**src/rtl/iee_pkg.sv**
```systemverilog
// ----------------------------------------------------------------------------
// iee_pkg
// Types, constants and helper functions shared by the expression evaluator.
// ----------------------------------------------------------------------------
package iee_pkg;

  localparam int StackDepth    = 16;
  localparam int SpW           = $clog2(StackDepth);
  localparam int CntW          = SpW + 1;
  localparam int FracBits      = 32;
  localparam int MaxFracDigits = 18;
  localparam int FdW           = 5;
  localparam int ValW          = 64;
  localparam int DivW          = 2 * ValW;
  localparam int DivCntW       = $clog2(DivW);

  localparam logic [ValW-1:0] SignBit = {1'b1, {(ValW-1){1'b0}}};
  localparam logic [ValW-1:0] PosMax  = {1'b0, {(ValW-1){1'b1}}};

  localparam logic [15:0] CharZero   = 16'h0030;
  localparam logic [15:0] CharNine   = 16'h0039;
  localparam logic [15:0] CharDot    = 16'h002E;
  localparam logic [15:0] CharPlus   = 16'h002B;
  localparam logic [15:0] CharMinus  = 16'h002D;
  localparam logic [15:0] CharTimes  = 16'h00D7;
  localparam logic [15:0] CharDivide = 16'h00F7;
  localparam logic [15:0] CharLPar   = 16'h0028;
  localparam logic [15:0] CharRPar   = 16'h0029;

  localparam logic [1:0] StatOk     = 2'd0;
  localparam logic [1:0] StatFault  = 2'd1;
  localparam logic [1:0] StatDivZ   = 2'd2;
  localparam logic [1:0] StatSat    = 2'd3;

  typedef enum logic [2:0] {
    OP_NONE = 3'd0,
    OP_ADD  = 3'd1,
    OP_SUB  = 3'd2,
    OP_MUL  = 3'd3,
    OP_DIV  = 3'd4,
    OP_LPAR = 3'd5
  } op_t;

  typedef enum logic [2:0] {
    TK_DIGIT,
    TK_DOT,
    TK_OP,
    TK_LPAR,
    TK_RPAR,
    TK_SKIP
  } tok_kind_t;

  typedef struct packed {
    tok_kind_t  kind;
    op_t        op;
    logic [3:0] digit;
    logic       last;
  } token_t;

  typedef struct packed {
    logic [ValW-1:0] value;
    logic            sat;
  } sat_t;

  typedef enum logic [3:0] {
    ST_IDLE,
    ST_TOKEN,
    ST_FIN,
    ST_DIVW,
    ST_PUSH,
    ST_OPER,
    ST_LAST,
    ST_RED,
    ST_RDB,
    ST_RDA,
    ST_EXEC,
    ST_MUL,
    ST_MULF,
    ST_OUT,
    ST_EMIT
  } state_t;

  function automatic logic [1:0] rank(input op_t op);
    logic [1:0] r;
    case (op)
      OP_MUL, OP_DIV: r = 2'd2;
      OP_ADD, OP_SUB: r = 2'd1;
      default:        r = 2'd0;
    endcase
    return r;
  endfunction

  function automatic logic [ValW-1:0] magnitude(input logic [ValW-1:0] v);
    return v[ValW-1] ? (ValW'(0) - v) : v;
  endfunction

  function automatic sat_t saturate(input logic neg, input logic [ValW-1:0] mag,
                                    input logic ovf);
    sat_t s;
    if (!neg) begin
      s.sat   = ovf || mag[ValW-1];
      s.value = s.sat ? PosMax : mag;
    end else begin
      s.sat   = ovf || (mag > SignBit);
      s.value = s.sat ? SignBit : (ValW'(0) - mag);
    end
    return s;
  endfunction

  function automatic logic [ValW-1:0] pow10(input logic [FdW-1:0] n);
    logic [ValW-1:0] p;
    case (n)
      5'd0:    p = 64'd1;
      5'd1:    p = 64'd10;
      5'd2:    p = 64'd100;
      5'd3:    p = 64'd1000;
      5'd4:    p = 64'd10000;
      5'd5:    p = 64'd100000;
      5'd6:    p = 64'd1000000;
      5'd7:    p = 64'd10000000;
      5'd8:    p = 64'd100000000;
      5'd9:    p = 64'd1000000000;
      5'd10:   p = 64'd10000000000;
      5'd11:   p = 64'd100000000000;
      5'd12:   p = 64'd1000000000000;
      5'd13:   p = 64'd10000000000000;
      5'd14:   p = 64'd100000000000000;
      5'd15:   p = 64'd1000000000000000;
      5'd16:   p = 64'd10000000000000000;
      5'd17:   p = 64'd100000000000000000;
      5'd18:   p = 64'd1000000000000000000;
      default: p = 64'd1;
    endcase
    return p;
  endfunction

endpackage

```
**src/rtl/iee_ifs.sv**
```systemverilog
// ----------------------------------------------------------------------------
// iee channel interfaces
// Valid/ready channels for input characters and evaluated results.
// ----------------------------------------------------------------------------
interface iee_in_if;
  logic        valid;
  logic        ready;
  logic [15:0] char_code;
  logic        last_char;
  modport source (output valid, char_code, last_char, input ready);
  modport sink   (input valid, char_code, last_char, output ready);
endinterface


```
**src/rtl/iee_front.sv**
```systemverilog
// ----------------------------------------------------------------------------
// iee_front
// Classifies incoming characters into tokens and queues them for the back end.
// ----------------------------------------------------------------------------
module iee_front (
  input  logic             clk,
  input  logic             rst,
  iee_in_if.sink           char_in,
  output logic             tok_valid,
  output iee_pkg::token_t  tok,
  input  logic             tok_pop
);

  iee_pkg::token_t cls;
  iee_pkg::token_t q [2];
  logic            wp;
  logic            rp;
  logic [1:0]      cnt;
  logic            push;
  logic            pop;

  always_comb begin
    cls.kind  = iee_pkg::TK_SKIP;
    cls.op    = iee_pkg::OP_NONE;
    cls.digit = char_in.char_code[3:0];
    cls.last  = char_in.last_char;
    if (char_in.char_code >= iee_pkg::CharZero && char_in.char_code <= iee_pkg::CharNine) begin
      cls.kind = iee_pkg::TK_DIGIT;
    end else begin
      unique case (char_in.char_code)
        iee_pkg::CharDot:    cls.kind = iee_pkg::TK_DOT;
        iee_pkg::CharLPar:   cls.kind = iee_pkg::TK_LPAR;
        iee_pkg::CharRPar:   cls.kind = iee_pkg::TK_RPAR;
        iee_pkg::CharPlus: begin
          cls.kind = iee_pkg::TK_OP;
          cls.op   = iee_pkg::OP_ADD;
        end
        iee_pkg::CharMinus: begin
          cls.kind = iee_pkg::TK_OP;
          cls.op   = iee_pkg::OP_SUB;
        end
        iee_pkg::CharTimes: begin
          cls.kind = iee_pkg::TK_OP;
          cls.op   = iee_pkg::OP_MUL;
        end
        iee_pkg::CharDivide: begin
          cls.kind = iee_pkg::TK_OP;
          cls.op   = iee_pkg::OP_DIV;
        end
        default: cls.kind = iee_pkg::TK_SKIP;
      endcase
    end
  end

  assign char_in.ready = (cnt != 2'd2);
  assign tok_valid     = (cnt != 2'd0);
  assign tok           = q[rp];
  assign push          = char_in.valid && char_in.ready;
  assign pop           = tok_pop && tok_valid;

  always_ff @(posedge clk) begin
    if (rst) begin
      wp  <= 1'b0;
      rp  <= 1'b0;
      cnt <= 2'd0;
    end else begin
      if (push) begin
        wp <= ~wp;
      end
      if (pop) begin
        rp <= ~rp;
      end
      cnt <= cnt + 2'(push) - 2'(pop);
    end
  end

  always_ff @(posedge clk) begin
    if (push) begin
      q[wp] <= cls;
    end
  end

endmodule

```
**src/flat_wrapper.sv**
```systemverilog
// flat-port wrapper written by rule: the top's interface ports become plain ports
module iee_front_flat 
  (clk, rst, tok_valid, tok, tok_pop, char_in_valid, char_in_char_code, char_in_last_char, char_in_ready);
  iee_in_if char_in_i ();
  input  logic clk;
  input  logic rst;
  output logic tok_valid;
  output iee_pkg::token_t tok;
  input  logic tok_pop;
  input wire logic [$bits(char_in_i.valid)-1:0] char_in_valid;
  input wire logic [$bits(char_in_i.char_code)-1:0] char_in_char_code;
  input wire logic [$bits(char_in_i.last_char)-1:0] char_in_last_char;
  output wire logic [$bits(char_in_i.ready)-1:0] char_in_ready;
  assign char_in_i.valid = char_in_valid;
  assign char_in_i.char_code = char_in_char_code;
  assign char_in_i.last_char = char_in_last_char;
  assign char_in_ready = char_in_i.ready;
  iee_front u_core (.clk(clk), .rst(rst), .char_in(char_in_i), .tok_valid(tok_valid), .tok(tok), .tok_pop(tok_pop));
endmodule
```
**config.mk**
```make
export PLATFORM = sky130hd
export DESIGN_NAME = iee_front_flat
export DESIGN_NICKNAME = d
export VERILOG_FILES = /design/src/rtl/iee_pkg.sv /design/src/rtl/iee_ifs.sv /design/src/rtl/iee_front.sv /design/src/flat_wrapper.sv
export SDC_FILE = /design/constraint.sdc
export NUM_CORES = 1
export LEC_CHECK = 0
export ABC_AREA = 1
export BUFFER_PORTS_ARGS = -buffer_cell sky130_fd_sc_hd__buf_2
export CORE_ASPECT_RATIO = 1.4
export CORE_MARGIN = 2
export CORE_UTILIZATION = 46
export CTS_CLUSTER_SIZE = 20
export DETAILED_ROUTE_END_ITERATION = 8
export PLACE_DENSITY = 0.73
export RECOVER_POWER = 100
export SLEW_MARGIN = 20
export SYNTH_ARGS = -nofsm -noshare
export SYNTH_HDL_FRONTEND = slang
export SYNTH_SLANG_ARGS = --single-unit
```
**constraint.sdc**
```tcl
create_clock -name clk -period 1.3 [get_ports clk]
set_input_delay 0.13 -clock clk [delete_from_list [all_inputs] [get_ports clk]]
set_output_delay 0.13 -clock clk [all_outputs]
set_load 0.1 [all_outputs]
```
==> metrics.txt <==
status=complete, but fails checks; failing checks=negative setup slack; Vias=1051; Worst Reg-to-Reg Cells=10; CTS Buf Count=3; clock power share=0.091; Iter 0 DRT Violations=32; antenna diode count=0; Clk Tree Root Cell=clkbuf_4; nets=200; initial antenna violation count=0; Cell variety after synth=20; via-per-instance ratio=approximately 5; ys flop type=edfxtp_1; die area=3212 µm²; RR Endpoint=u_core.cnt[1]; crit end category=primary output; post-synth top area share=0.5187; Ports=34; placed cell count=204; hold-critical path depth=2; flop2flop setup slack=-0.15 ns; Initial Utilization=0.4820; Hold Startpoint=rst; Slew @ Worst Pin=0.3793 ns; drt drc=0; worst skew pair latency=0.32 ns; number of buffers added on ports=33; Area contributors post-synth=edfxtp_1, mux2_2, dfxtp_1; largest net degree at the start of global routing=15; number of H-tree levels=1; WL met3=between 100 and 150 µm; sequential share of power=0.293; CP max FO=5; Slowest cell on crit path=dfxtp_4; first-pass GRT wire length=4319 µm; FMAX=between 600 and 700 MHz; total wire length=3032 µm; post-synthesis sequential area ratio=0.5972; GRT Total Usage=0.1796; global route overflow=0; TritonCTS clock tree=yes; synth cell count leaders=nand2_1, edfxtp_1, nor2_1; Ys Warns=0; Max Used Layer=met4; critical path cell sequence=clkbuf_16 -> mux2_4 -> buf_12; Area Overhead vs Synth=60.61%; most numerous cell in the Yosys netlist=nand2_1; Post-synth EDFFs=22; leak pwr=0.8510 nW; FF-to-FF Start=u_core.cnt[0]; RSZ-0062 raised after global routing=true; Seq cells post-synth=27; Worst Clk Skew=0.004338 ns; Post-synth ARST share=0; Slew Viols, Final=0; Max-Cap Viols=0; startpoint types=flop; Pwr Density=1920 nW/µm²; P_int=2.255 mW; Clock Pin Slew Worst Setup and Hold Paths=0.14 ns; Critical Path RT=1.17 ns; M1 WL=1147 µm; Critical Path Max Stage Delay=0.40 ns; Clock Sinks=27; Core ar.=2643 µm²; vias in the first global route=around 1000; metal2 WL=1685 µm; Layout Cells excl Fill=around 210; worst slack, placed=-0.1644 ns; kind of critical path=flop to primary output; Wirelength per Cell=14.30 µm; Cell Rows=22; final setup violation count=35; CP arrival=1.37 ns; Synth Cell Area=1274 µm²; clk buf depth=2; Slew headroom=0.7472; Hold Path Sink=u_core.cnt[0]; Final Critical Period=between 1.5 and 2 ns; P_sw=roughly 1.7 mW; Final Cycle Share=1.155; Mean Syn Cell Area=10.36 µm²; Post-DRT Antenna Nets=0; switching part of the total=0.4258; logic gate share of total power=0.616; maximum vdd ir drop=around 1.3 mV; worst hold-check path type=input port to flop; worst setup margin=-0.2010 ns; post-synthesis cell type with the largest combined area=edfxtp_1; Placer Congestion=between 0.8 and 0.9; post-synthesis cell count=123; Die Ht=roughly 66 µm; Mapped Nets=146; layout cells sized above 1=0.4716; dpl hpwl=1884 µm; First-pass DRT Iterations=4; Die W=around 48 µm; Final Hold Fails=0; fillers=roughly 180
[power groups by stage]
stage               sequential (mW)  clock [mW]  combinational (mW)
floorplan                      1.14           0                1.35
global placement               1.14           0                1.84
detailed placement             1.15           0                1.89
CTS                            1.13       0.353                2.19
global route                   1.16       0.401                2.52
finish                         1.15       0.358                2.42
[state kept, by name, summed over array words and instances (netlist names), named ones only]
name and cells:
u_core.q 22, u_core.cnt 2, u_core.wp 1, u_core.rp 1
[layout make-up]
class / instances / area, µm² / area share
Tap cell: 36 / 45.04 / 0.02202
Clock buffer: 4 / 26.28 / 0.01284
Timing Repair Buffer: 50 / 568.0 / 0.2777
Inverter: 14 / 57.56 / 0.02813
Sequential cell: 27 / 767.0 / 0.3749
Multi-Input combinational cell: 81 / 581.8 / 0.2844
[how the worst max path moves through the flow]
| stage | end | slack [ns] | cells after the start |
|---|---|---|---|
| 6_report | tok[5] | -0.20 | 3 |
| 5_1_grt | tok[0] | -0.25 | 3 |
| 4_1_cts | tok[8] | -0.19 | 3 |
| 3_5_place_dp | u_core.cnt[1] | -0.16 | 10 |
| 3_3_place_gp | u_core.cnt[1] | -0.12 | 10 |
| 2_1_floorplan | u_core.cnt[1] | -0.29 | 10 |
[per-layer routing]
layer / global-route usage / up-vias
met4: 0.08571 / 0
li1: - / 512
met5: 0 / -
met1: 0.1956 / 492
met3: 0.01584 / 5
met2: 0.3490 / 42
[what timing repair did]
action	in CTS	in global routing
setup buffers	1	0
resized for setup	38	30
pin swaps	8	3
endpoints found under the setup margin	36	36
hold buffers	1	0
gates cloned	1	1
endpoints found under the hold margin	2	0
[critical path: cells and delay by family, from the launching register on]
family   cells  cell delay, ns
flops        1            0.40
buf+inv      2            0.32
mux          1            0.31
[cells by family (layout without fill, tap and decap cells)]
kind of cell | Yosys count | after routing | synth area share
AOI/OAI and AO/OA | 7 | 7 | 0.03045
buffers and inverters | 15 | 68 | 0.04518
adders and majority gates | 2 | 2 | 0.01964
and+or+nand+nor | 59 | 59 | 0.1965
xor gates and xnor gates | 2 | 2 | 0.01375
DFF | 27 | 27 | 0.5972
muxes | 11 | 11 | 0.09725
[metrics by stage]
step	utilization	hold WS (ns)	setup TNS, ns	area (µm²)	power [mW]
finish	0.7741	0.03251	-2.443	2046	3.928
global route	0.7741	0.01142	-4.409	2046	4.083
global placement	0.6548	0.3212	-0.4693	1730	2.981
detailed placement	0.6548	0.3348	-0.8631	1730	3.042
CTS	0.7277	0.02621	-3.056	1923	3.673
floorplan	-	0.1921	-3.803	1360	2.486
[layout by cell type, fill, tap and decap left out, types with 2 or more instances in the layout]
cell and n:
nor3_1 2, a21oi_1 5, buf_12 16, nor2_1 20, inv_2 5, ha_4 2
inv_1 6, clkbuf_4 3, nand3_1 2, nand2_2 3, buf_2 15, nor2_4 2
nand2_4 3, clkbuf_16 2, o21ai_0 2, clkbuf_1 6, buf_6 3, dfxtp_1 2
dfxtp_2 2, edfxtp_1 22, nand2_1 21, buf_4 8, nor2_2 2, mux2_4 11
inv_4 2
Power figures use the tool's default switching activity.
